`config.mk`:
```
export PLATFORM = sky130hd
export DESIGN_NAME = frequency_ranked_slot_table_core
export DESIGN_NICKNAME = d
export VERILOG_FILES = /design/src/hdl/frst_pkg.sv /design/src/hdl/frst_ram.sv /design/src/hdl/frequency_ranked_slot_table_core.sv
export SDC_FILE = /design/constraint.sdc
export NUM_CORES = 2
export LEC_CHECK = 0
export BUFFER_PORTS_ARGS = -buffer_cell sky130_fd_sc_hd__buf_4
export CORE_MARGIN = 1.5
export CORE_UTILIZATION = 40
export DETAILED_ROUTE_END_ITERATION = 12
export GPL_ROUTABILITY_DRIVEN = 0
export RECOVER_POWER = 100
export SETUP_SLACK_MARGIN = 0.15
export SKIP_CTS_REPAIR_TIMING = 1
export SLEW_MARGIN = 0
export SYNTH_ARGS = -nofsm -noshare
export SYNTH_HDL_FRONTEND = slang
export SYNTH_SLANG_ARGS = --single-unit
export TNS_END_PERCENT = 20
```
`constraint.sdc`:
```
create_clock -name clk_i -period 9.25 [get_ports clk_i]
set_input_delay 0.4625 -clock clk_i [delete_from_list [all_inputs] [get_ports clk_i]]
set_output_delay 0.4625 -clock clk_i [all_outputs]
set_load 0.005 [all_outputs]
```
`src/hdl/frst_pkg.sv`:
```
// ----------------------------------------------------------------------------
// Frequency-ranked slot table package
// Shared widths, the slot entry layout, result codes and controller states.
// ----------------------------------------------------------------------------
package frst_pkg;

  // Fixed field widths of the table and of the result beat.
  localparam int HwSlots  = 32;
  localparam int CntW     = 6;
  localparam int OwnerW   = 8;
  localparam int VotesW   = 16;
  localparam int AgeW     = 32;
  localparam int SlotW    = 5;
  localparam int OutcomeW = 3;

  // Result codes carried on the outcome field.
  typedef enum logic [OutcomeW-1:0] {
    OC_COUNTED = 3'd0,
    OC_FREE    = 3'd1,
    OC_EVICT   = 3'd2,
    OC_ENTRY   = 3'd3,
    OC_EMPTY   = 3'd4
  } outcome_e;

  // Controller states.
  typedef enum logic [2:0] {
    ST_IDLE,
    ST_VSCAN,
    ST_VDONE,
    ST_RSCAN,
    ST_RDONE
  } state_e;

  // One word of the slot memory.
  typedef struct packed {
    logic [OwnerW-1:0] owner;
    logic [VotesW-1:0] votes;
    logic [AgeW-1:0]   age;
  } entry_t;

endpackage

```
`src/hdl/frst_ram.sv`:
```
// ----------------------------------------------------------------------------
// Generic simple dual-port RAM
// One write port and one read port, read data registered.
// ----------------------------------------------------------------------------
module frst_ram #(
  parameter int WIDTH = 8,
  parameter int DEPTH = 32
) (
  input  logic                                     clk_i,
  input  logic                                     we_i,
  input  logic [((DEPTH > 1) ? $clog2(DEPTH) : 1)-1:0] waddr_i,
  input  logic [WIDTH-1:0]                         wdata_i,
  input  logic [((DEPTH > 1) ? $clog2(DEPTH) : 1)-1:0] raddr_i,
  output logic [WIDTH-1:0]                         rdata_o
);

  logic [WIDTH-1:0] mem_q [DEPTH];

  // Write port and registered read port.
  always_ff @(posedge clk_i) begin
    if (we_i) begin
      mem_q[waddr_i] <= wdata_i;
    end
    rdata_o <= mem_q[raddr_i];
  end

endmodule

```
`src/hdl/frequency_ranked_slot_table_core.sv`:
```
// ----------------------------------------------------------------------------
// Frequency-ranked slot table core
// Holds candidate IDs with vote counts and insertion stamps in one slot
// memory; replaces the least-voted, earliest-inserted entry when full and
// lists held IDs in ascending order on request.
// ----------------------------------------------------------------------------
//
//  Channel   Signals                                   Handshake
//  --------  ----------------------------------------  -------------------------
//  command   start, cmd_i, candidate_i, busy           taken when start && !busy
//  result    strobe_o, outcome_o, slot_o, listed_id_o, one-cycle beat, no
//            vote_total_o, evicted_id_o, last_o        back-pressure
//  config    cfg_valid_i, cfg_data_i, cfg_ready_o      written on valid && ready
//
// A vote reads each held slot once on the single read port, drains the read
// pipeline and then writes back the chosen slot; the core stays busy until
// that write-back is done. A report makes one full memory scan per listed beat.
// An empty report or an ignored vote is handled without leaving the idle state.
// Reset empties the table at once; the slot memory itself is not cleared.
// A vote's result beat appears in the cycle after the write-back and is never held.

module frequency_ranked_slot_table_core #(
  parameter int SLOTS    = 32,
  parameter int ID_LIMIT = 255
) (
  input  logic                          clk_i,
  input  logic                          rst_ni,
  input  logic                          start,
  output logic                          busy,
  input  logic                          cmd_i,
  input  logic [frst_pkg::OwnerW-1:0]   candidate_i,
  output logic                          strobe_o,
  output logic [frst_pkg::OutcomeW-1:0] outcome_o,
  output logic [frst_pkg::SlotW-1:0]    slot_o,
  output logic [frst_pkg::OwnerW-1:0]   listed_id_o,
  output logic [frst_pkg::VotesW-1:0]   vote_total_o,
  output logic [frst_pkg::OwnerW-1:0]   evicted_id_o,
  output logic                          last_o,
  input  logic                          cfg_valid_i,
  input  logic [frst_pkg::CntW-1:0]     cfg_data_i,
  output logic                          cfg_ready_o
);

  import frst_pkg::*;

  localparam int Cap  = (SLOTS < HwSlots) ? SLOTS : HwSlots;
  localparam int IdxW = (Cap > 1) ? $clog2(Cap) : 1;
  localparam int KeyW = OwnerW + IdxW;

  // Control state.
  state_e            state_q, state_d;
  logic [CntW-1:0]   cfg_q, cfg_d;
  logic [CntW-1:0]   filled_q, filled_d;
  logic [AgeW-1:0]   clock_q, clock_d;
  logic [CntW-1:0]   iss_q, iss_d;
  logic              pend_q, pend_d;
  logic              strobe_q, strobe_d;

  // Scan and command registers.
  logic [IdxW-1:0]   pend_idx_q, pend_idx_d;
  logic [OwnerW-1:0] id_q, id_d;
  logic              m_found_q, m_found_d;
  logic [IdxW-1:0]   m_idx_q, m_idx_d;
  logic [VotesW-1:0] m_votes_q, m_votes_d;
  logic [AgeW-1:0]   m_age_q, m_age_d;
  logic [IdxW-1:0]   e_idx_q, e_idx_d;
  logic [VotesW-1:0] e_votes_q, e_votes_d;
  logic [AgeW-1:0]   e_age_q, e_age_d;
  logic [OwnerW-1:0] e_owner_q, e_owner_d;
  logic              best_found_q, best_found_d;
  logic [KeyW-1:0]   best_key_q, best_key_d;
  logic [VotesW-1:0] best_votes_q, best_votes_d;
  logic              prev_valid_q, prev_valid_d;
  logic [KeyW-1:0]   prev_key_q, prev_key_d;
  logic [CntW-1:0]   rep_cnt_q, rep_cnt_d;

  // Result beat registers.
  outcome_e          outcome_q, outcome_d;
  logic [SlotW-1:0]  slot_q, slot_d;
  logic [OwnerW-1:0] listed_q, listed_d;
  logic [VotesW-1:0] total_q, total_d;
  logic [OwnerW-1:0] evicted_q, evicted_d;
  logic              last_q, last_d;

  // Memory port signals.
  logic              mem_we;
  logic [IdxW-1:0]   mem_waddr;
  entry_t            mem_wdata;
  logic [IdxW-1:0]   mem_raddr;
  entry_t            rd_e;

  logic [CntW-1:0]   limit;
  logic [CntW-1:0]   held;
  logic              accept;
  logic              id_ok;
  logic              iss_more;
  logic              scan_end;
  logic              rep_last;
  logic [KeyW-1:0]   rd_key;
  logic [VotesW-1:0] m_votes_inc;

  frst_ram #(
    .WIDTH ($bits(entry_t)),
    .DEPTH (Cap)
  ) u_slot_ram (
    .clk_i   (clk_i),
    .we_i    (mem_we),
    .waddr_i (mem_waddr),
    .wdata_i (mem_wdata),
    .raddr_i (mem_raddr),
    .rdata_o (rd_e)
  );

  // Effective slot limit and number of held slots.
  always_comb begin
    if (cfg_q == '0) begin
      limit = CntW'(1);
    end else if (cfg_q > CntW'(Cap)) begin
      limit = CntW'(Cap);
    end else begin
      limit = cfg_q;
    end
    held = (filled_q < limit) ? filled_q : limit;
  end

  // Handshake and scan status.
  assign busy        = (state_q != ST_IDLE);
  assign cfg_ready_o = (state_q == ST_IDLE);
  assign accept      = start && !busy;
  assign id_ok       = (candidate_i != '0) && (32'(candidate_i) <= 32'(ID_LIMIT));
  assign iss_more    = (iss_q < held);
  assign scan_end    = !iss_more && !pend_q;
  assign rep_last    = ((rep_cnt_q + CntW'(1)) == held);
  assign rd_key      = {rd_e.owner, pend_idx_q};
  assign mem_raddr   = iss_q[IdxW-1:0];
  assign m_votes_inc = (m_votes_q == '1) ? m_votes_q : m_votes_q + VotesW'(1);

  // Next-state logic.
  always_comb begin
    state_d = state_q;
    case (state_q)
      ST_IDLE: begin
        if (accept) begin
          if (cmd_i) begin
            state_d = (held == '0) ? ST_IDLE : ST_RSCAN;
          end else begin
            state_d = id_ok ? ST_VSCAN : ST_IDLE;
          end
        end
      end
      ST_VSCAN: begin
        if (scan_end) begin
          state_d = ST_VDONE;
        end
      end
      ST_VDONE: begin
        state_d = ST_IDLE;
      end
      ST_RSCAN: begin
        if (scan_end) begin
          state_d = ST_RDONE;
        end
      end
      ST_RDONE: begin
        state_d = rep_last ? ST_IDLE : ST_RSCAN;
      end
      default: begin
        state_d = ST_IDLE;
      end
    endcase
  end

  // Datapath, memory access and result beat.
  always_comb begin
    cfg_d        = cfg_q;
    filled_d     = filled_q;
    clock_d      = clock_q;
    iss_d        = iss_q;
    pend_d       = pend_q;
    pend_idx_d   = pend_idx_q;
    id_d         = id_q;
    m_found_d    = m_found_q;
    m_idx_d      = m_idx_q;
    m_votes_d    = m_votes_q;
    m_age_d      = m_age_q;
    e_idx_d      = e_idx_q;
    e_votes_d    = e_votes_q;
    e_age_d      = e_age_q;
    e_owner_d    = e_owner_q;
    best_found_d = best_found_q;
    best_key_d   = best_key_q;
    best_votes_d = best_votes_q;
    prev_valid_d = prev_valid_q;
    prev_key_d   = prev_key_q;
    rep_cnt_d    = rep_cnt_q;
    strobe_d     = 1'b0;
    outcome_d    = outcome_q;
    slot_d       = slot_q;
    listed_d     = listed_q;
    total_d      = total_q;
    evicted_d    = evicted_q;
    last_d       = last_q;
    mem_we       = 1'b0;
    mem_waddr    = '0;
    mem_wdata    = '0;

    if (cfg_valid_i && cfg_ready_o) begin
      cfg_d = cfg_data_i;
    end

    case (state_q)
      ST_IDLE: begin
        iss_d  = '0;
        pend_d = 1'b0;
        if (accept) begin
          id_d         = candidate_i;
          m_found_d    = 1'b0;
          best_found_d = 1'b0;
          prev_valid_d = 1'b0;
          rep_cnt_d    = '0;
          if (!cmd_i && id_ok && (clock_q != '1)) begin
            clock_d = clock_q + AgeW'(1);
          end
          if (cmd_i && (held == '0)) begin
            strobe_d  = 1'b1;
            outcome_d = OC_EMPTY;
            slot_d    = '0;
            listed_d  = '0;
            total_d   = '0;
            evicted_d = '0;
            last_d    = 1'b1;
          end
        end
      end

      ST_VSCAN, ST_RSCAN: begin
        // Issue one read a slot; the data returns in the next cycle.
        if (iss_more) begin
          iss_d      = iss_q + CntW'(1);
          pend_d     = 1'b1;
          pend_idx_d = iss_q[IdxW-1:0];
        end else begin
          pend_d = 1'b0;
        end
        if (pend_q && (state_q == ST_VSCAN)) begin
          // Lowest matching slot, and least-voted then earliest entry.
          if (!m_found_q && (rd_e.owner == id_q)) begin
            m_found_d = 1'b1;
            m_idx_d   = pend_idx_q;
            m_votes_d = rd_e.votes;
            m_age_d   = rd_e.age;
          end
          if ((pend_idx_q == '0) || (rd_e.votes < e_votes_q) ||
              ((rd_e.votes == e_votes_q) && (rd_e.age < e_age_q))) begin
            e_idx_d   = pend_idx_q;
            e_votes_d = rd_e.votes;
            e_age_d   = rd_e.age;
            e_owner_d = rd_e.owner;
          end
        end
        if (pend_q && (state_q == ST_RSCAN)) begin
          // Smallest (ID, slot) key above the one listed last.
          if ((!prev_valid_q || (rd_key > prev_key_q)) &&
              (!best_found_q || (rd_key < best_key_q))) begin
            best_found_d = 1'b1;
            best_key_d   = rd_key;
            best_votes_d = rd_e.votes;
          end
        end
      end

      ST_VDONE: begin
        // Write back the chosen slot; the scan and this write never overlap.
        strobe_d  = 1'b1;
        listed_d  = id_q;
        last_d    = 1'b1;
        evicted_d = '0;
        mem_we    = 1'b1;
        if (m_found_q) begin
          mem_waddr = m_idx_q;
          mem_wdata = '{owner: id_q, votes: m_votes_inc, age: m_age_q};
          outcome_d = OC_COUNTED;
          slot_d    = SlotW'(m_idx_q);
          total_d   = m_votes_inc;
        end else if (filled_q < limit) begin
          mem_waddr = filled_q[IdxW-1:0];
          mem_wdata = '{owner: id_q, votes: VotesW'(1), age: clock_q};
          filled_d  = filled_q + CntW'(1);
          outcome_d = OC_FREE;
          slot_d    = SlotW'(filled_q[IdxW-1:0]);
          total_d   = VotesW'(1);
        end else begin
          mem_waddr = e_idx_q;
          mem_wdata = '{owner: id_q, votes: VotesW'(1), age: clock_q};
          outcome_d = OC_EVICT;
          slot_d    = SlotW'(e_idx_q);
          total_d   = VotesW'(1);
          evicted_d = e_owner_q;
        end
      end

      ST_RDONE: begin
        // List the entry found and prepare the next pass.
        strobe_d     = 1'b1;
        outcome_d    = OC_ENTRY;
        slot_d       = SlotW'(best_key_q[IdxW-1:0]);
        listed_d     = best_key_q[KeyW-1:IdxW];
        total_d      = best_votes_q;
        evicted_d    = '0;
        last_d       = rep_last;
        prev_valid_d = 1'b1;
        prev_key_d   = best_key_q;
        best_found_d = 1'b0;
        rep_cnt_d    = rep_cnt_q + CntW'(1);
        iss_d        = '0;
        pend_d       = 1'b0;
      end

      default: begin
        iss_d  = '0;
        pend_d = 1'b0;
      end
    endcase
  end

  // Control registers.
  always_ff @(posedge clk_i or negedge rst_ni) begin
    if (!rst_ni) begin
      state_q  <= ST_IDLE;
      cfg_q    <= CntW'(HwSlots);
      filled_q <= '0;
      clock_q  <= '0;
      iss_q    <= '0;
      pend_q   <= 1'b0;
      strobe_q <= 1'b0;
    end else begin
      state_q  <= state_d;
      cfg_q    <= cfg_d;
      filled_q <= filled_d;
      clock_q  <= clock_d;
      iss_q    <= iss_d;
      pend_q   <= pend_d;
      strobe_q <= strobe_d;
    end
  end

  // Scan and result payload registers.
  always_ff @(posedge clk_i) begin
    pend_idx_q   <= pend_idx_d;
    id_q         <= id_d;
    m_found_q    <= m_found_d;
    m_idx_q      <= m_idx_d;
    m_votes_q    <= m_votes_d;
    m_age_q      <= m_age_d;
    e_idx_q      <= e_idx_d;
    e_votes_q    <= e_votes_d;
    e_age_q      <= e_age_d;
    e_owner_q    <= e_owner_d;
    best_found_q <= best_found_d;
    best_key_q   <= best_key_d;
    best_votes_q <= best_votes_d;
    prev_valid_q <= prev_valid_d;
    prev_key_q   <= prev_key_d;
    rep_cnt_q    <= rep_cnt_d;
    outcome_q    <= outcome_d;
    slot_q       <= slot_d;
    listed_q     <= listed_d;
    total_q      <= total_d;
    evicted_q    <= evicted_d;
    last_q       <= last_d;
  end

  assign strobe_o     = strobe_q;
  assign outcome_o    = outcome_q;
  assign slot_o       = slot_q;
  assign listed_id_o  = listed_q;
  assign vote_total_o = total_q;
  assign evicted_id_o = evicted_q;
  assign last_o       = last_q;

endmodule

```
==> summary.md <==
| Metric | Value |
|---|---|
| Status | `complete, but fails checks` |
| Failing checks | `capacitance limit, slew limit` |
| Kind of critical path | `register to register` |
| Crit Path Max Fanout | `36` |
| Pwr Density | `around 270 nW/um2` |
| Layout cells sized above 1 | `between 20% and 30%` |
| Syn nets | `between 3000 and 4000` |
| RR Startpoint | `cfg_q[5]$_DFFE_PN1P_` |
| Slew Limit Fails | `around 3000` |
| Leakage | `29.6 nW` |
| Synth Cell Area | `a little over 80000 um2` |
| Crit path from | `cfg_q[5]$_DFFE_PN1P_` |
| Cells on worst reg2reg path | `11` |
| Final setup TNS | `0 ns` |
| Hold Vio Cnt, Final | `0` |
| CTS Sinks | `2122` |
| Main synth FF type | `edfxtp_1` |
| Crit-path cells | `inv_1, ha_1, nand2_1, o21ai_0, a21o_1, a211oi_1, nor3_1, o21ai_0, clkbuf_1, nor2_1, clkbuf_2` |
| Placement Rows | `around 170` |
| Clk_skew | `around 0.057 ns` |
| Vias per cell | `approximately 5.6` |
| Post-DP HPWL | `approximately 110000 um` |
| Kind of cell adding the most delay to the critical path | `simple AND/OR/NAND/NOR gates` |
| CP arrival | `roughly 7.4 ns` |
| Maximum vdd drop | `about 0.00030 V` |
| Async SR Flop Fraction | `~2.6%` |
| Total number of vias | `~38000` |
| Die extent in x | `roughly 460 um` |
| Synth Area per Inst | `roughly 22 um2` |
| Comb pwr share | `between 20% and 30%` |
| Sw frac | `27.4%` |
| Switch Pwr | `between 6 and 7 mW` |
| CTS buffer count | `204` |
| First-pass GRT wire length | `approximately 280000 um` |
| DRT Wirelength | `slightly below 200000 um` |
| Req. time, crit path | `between 9 and 10 ns` |
| Min Hold Slack | `0.219 ns` |
| Mapped Cells | `approximately 3700` |
| Fmax | `between 0.1 and 0.15 GHz` |
| Most Frequent Cell on Critical Path | `o21ai_0` |
| DR WL/cell | `approximately 29 um` |
| # DRC | `0` |
| Worst path bufs/invs | `3` |
| Yosys warnings | `0` |
| GR Overflow Total | `0` |
| CP startpoint kind | `register` |
| Pin count of the biggest net entering global routing | `128` |
| Synth cell types | `~70` |
| Die area | `just over 200000 um2` |
| Port bufs | `between 60 and 70` |
| CTS max path bufs | `3` |
| Total core area | `approximately 200000 um2` |
| Fill cell count | `16747` |
| Post-route ant nets | `0` |
| Crit-path slowest cell | `nor2_1` |
| Reg clk slew, reported paths | `0.07 ns` |
| Seq cells post-synth | `2122` |
| Clk Latency, worst-skew pair | `between 0.8 and 0.9 ns` |
| R2R setup slack | `roughly 2.2 ns` |
| RSZ-0062 raised after global routing | `no` |
| Die Height | `~460 um` |
| Slowest cell delay on critical path | `1.99 ns` |
| Clock share of power | `31.9%` |
| Critical path depth | `11` |
| Number of flops mapped to enable cells by yosys | `between 2000 and 2500` |
| Period minus WS final | `7.00 ns` |
| Worst reg2reg endpoint | `u_slot_ram.mem_q[22][3]$_DFFE_PP_` |
| Max-cap violations | `96` |
| Int Power | `18.3 mW` |
| Tcrit/Tclk final | `between 70% and 80%` |
| Register area share after synthesis | `between 70 and 80%` |
| Setup violators final | `0` |
| Initial antenna violation count | `7` |
| Starting Density | `a little over 40%` |
| DP Worst Slack | `between 3 and 4 ns` |
| Rel. slew slack | `-170%` |
| Slew at the pin with the worst max-slew slack | `4.05 ns` |
| DRT Pass-1 Iters | `5` |
| H-tree depth | `4` |
| Final setup margin | `~2.2 ns` |
| Vias in the first global route | `slightly below 40000` |
| Sequential power share | `a little under half` |
| Worst Setup End Kind | `register` |
| Last element of the critical path | `u_slot_ram.mem_q[22][3]$_DFFE_PP_` |
| Nets@finish | `4009` |
| IO Count | `63` |
| TritonCTS clock tree | `done` |
| Gr usage total | `between 10% and 20%` |
| Tightest Hold Check Type | `input port to register` |
| Initial drt markers | `3950` |
| CTS root buffer | `clkbuf_16` |
| Area Overhead vs Synth | `12.7%` |
-- area by class of cell --
cell class / instances / area [um2] / area share [%]
diodes: 3 / 7.51 / 0.00813
flip-flops and latches: 2122 / 62900 / 68.1
well taps: 2672 / 3340 / 3.62
inverters: 97 / 364 / 0.394
clock inverters: 101 / 875 / 0.947
clock buffers: 276 / 5550 / 6.01
repair buffers: 180 / 1200 / 1.30
multi-input cells: 1299 / 18100 / 19.6
-- routing by layer --
metal	share of wire, %	wire (um)	track usage [%]	vias to the layer above
li1	-	-	-	15812
met1	43	83400	26.4	20625
met4	2.1	4100	4.33	2
met3	6.1	11800	2.85	235
met5	0.010	20	0	-
met2	49	95400	30.8	1240
-- synthesized netlist by cell type, types with 43 or more instances --
cell / count / area, um2
mux4_2: 560 / 12600
edfxtp_1: 2011 / 60400
inv_1: 97 / 364
dfrtp_1: 54 / 1350
clkbuf_1: 108 / 405
ha_1: 86 / 1080
mux2_2: 66 / 743
buf_1: 43 / 161
nor2_1: 110 / 413
nand2_1: 55 / 206
a21o_1: 51 / 383
dfxtp_1: 56 / 1120
-- per-stage QoR --
stage	power, mW	cells	area, um2	utilization [%]
floorplan	15.2	3674	82000	-
global placement	17.5	6354	86400	42.6
detailed placement	17.5	6354	86400	42.6
CTS	25.5	6731	92900	45.8
global route	26.2	6748	92400	45.5
finish	25.2	6750	92400	45.5
-- worst register-to-register path, stage by stage (launching register included) --
cell and delay [ns]:
dfstp_1 0.63, inv_1 0.15, ha_1 0.34, nand2_1 0.08
o21ai_0 0.41, a21o_1 0.39, a211oi_1 0.14, nor3_1 0.48
o21ai_0 0.18, clkbuf_1 0.34, nor2_1 1.99, clkbuf_2 1.41
-- layout by cell type (no fill, tap or decap), types with 51 or more instances in the layout --
cell	n
clkbuf_16	208
nand2_1	55
dfxtp_1	56
ha_1	86
clkbuf_1	126
a21o_1	51
mux4_2	560
edfxtp_1	2011
mux2_2	56
nor2_1	100
dfrtp_1	52
inv_1	97
-- power by group through the flow --
| stage | Combinational [mW] | Sequential [mW] | Clock (mW) |
|---|---|---|---|
| 2_1_floorplan | 3.44 | 11.7 | 0 |
| 3_3_place_gp | 5.53 | 11.9 | 0 |
| 3_5_place_dp | 5.54 | 12.0 | 0 |
| 4_1_cts | 5.57 | 11.8 | 8.19 |
| 5_1_grt | 5.79 | 11.8 | 8.56 |
| 6_report | 5.41 | 11.8 | 8.05 |
-- how the worst min path moves through the flow --
stage / start / to / slack, ns / cells past startpoint
after global placement: best_key_q[4]$_DFFE_PP_ / prev_key_q[4]$_DFFE_PP_ / 0.43 / 0
after floorplan: rst_ni / cfg_q[0]$_DFFE_PN0P_ / 0.17 / 0
after global routing: start / best_found_q$_DFFE_PP_ / 0.23 / 3
after detailed placement: u_slot_ram.rdata_o[0]$_DFF_P_ / e_age_q[0]$_DFFE_PP_ / 0.43 / 0
after CTS: rst_ni / cfg_q[4]$_DFFE_PN0P_ / -0.32 / 1
final: start / best_found_q$_DFFE_PP_ / 0.22 / 3
-- sequential cells by signal (all words and copies together), names as in the netlist, 32 cells and up --
register and count:
e_age_q 32, m_age_q 32, u_slot_ram.rdata_o 56, u_slot_ram.mem_q 1792
clock_q 32
-- cell families after synthesis --
kind of cell | Yosys count | synth area share (%)
simple gates | 325 | 2.01
xor+xnor | 61 | 0.669
compound gates | 164 | 1.37
mux | 663 | 16.8
fa+ha+maj | 86 | 1.31
flops | 2122 | 76.7
buf+inv | 253 | 1.17
Power figures use the tool's default switching activity.
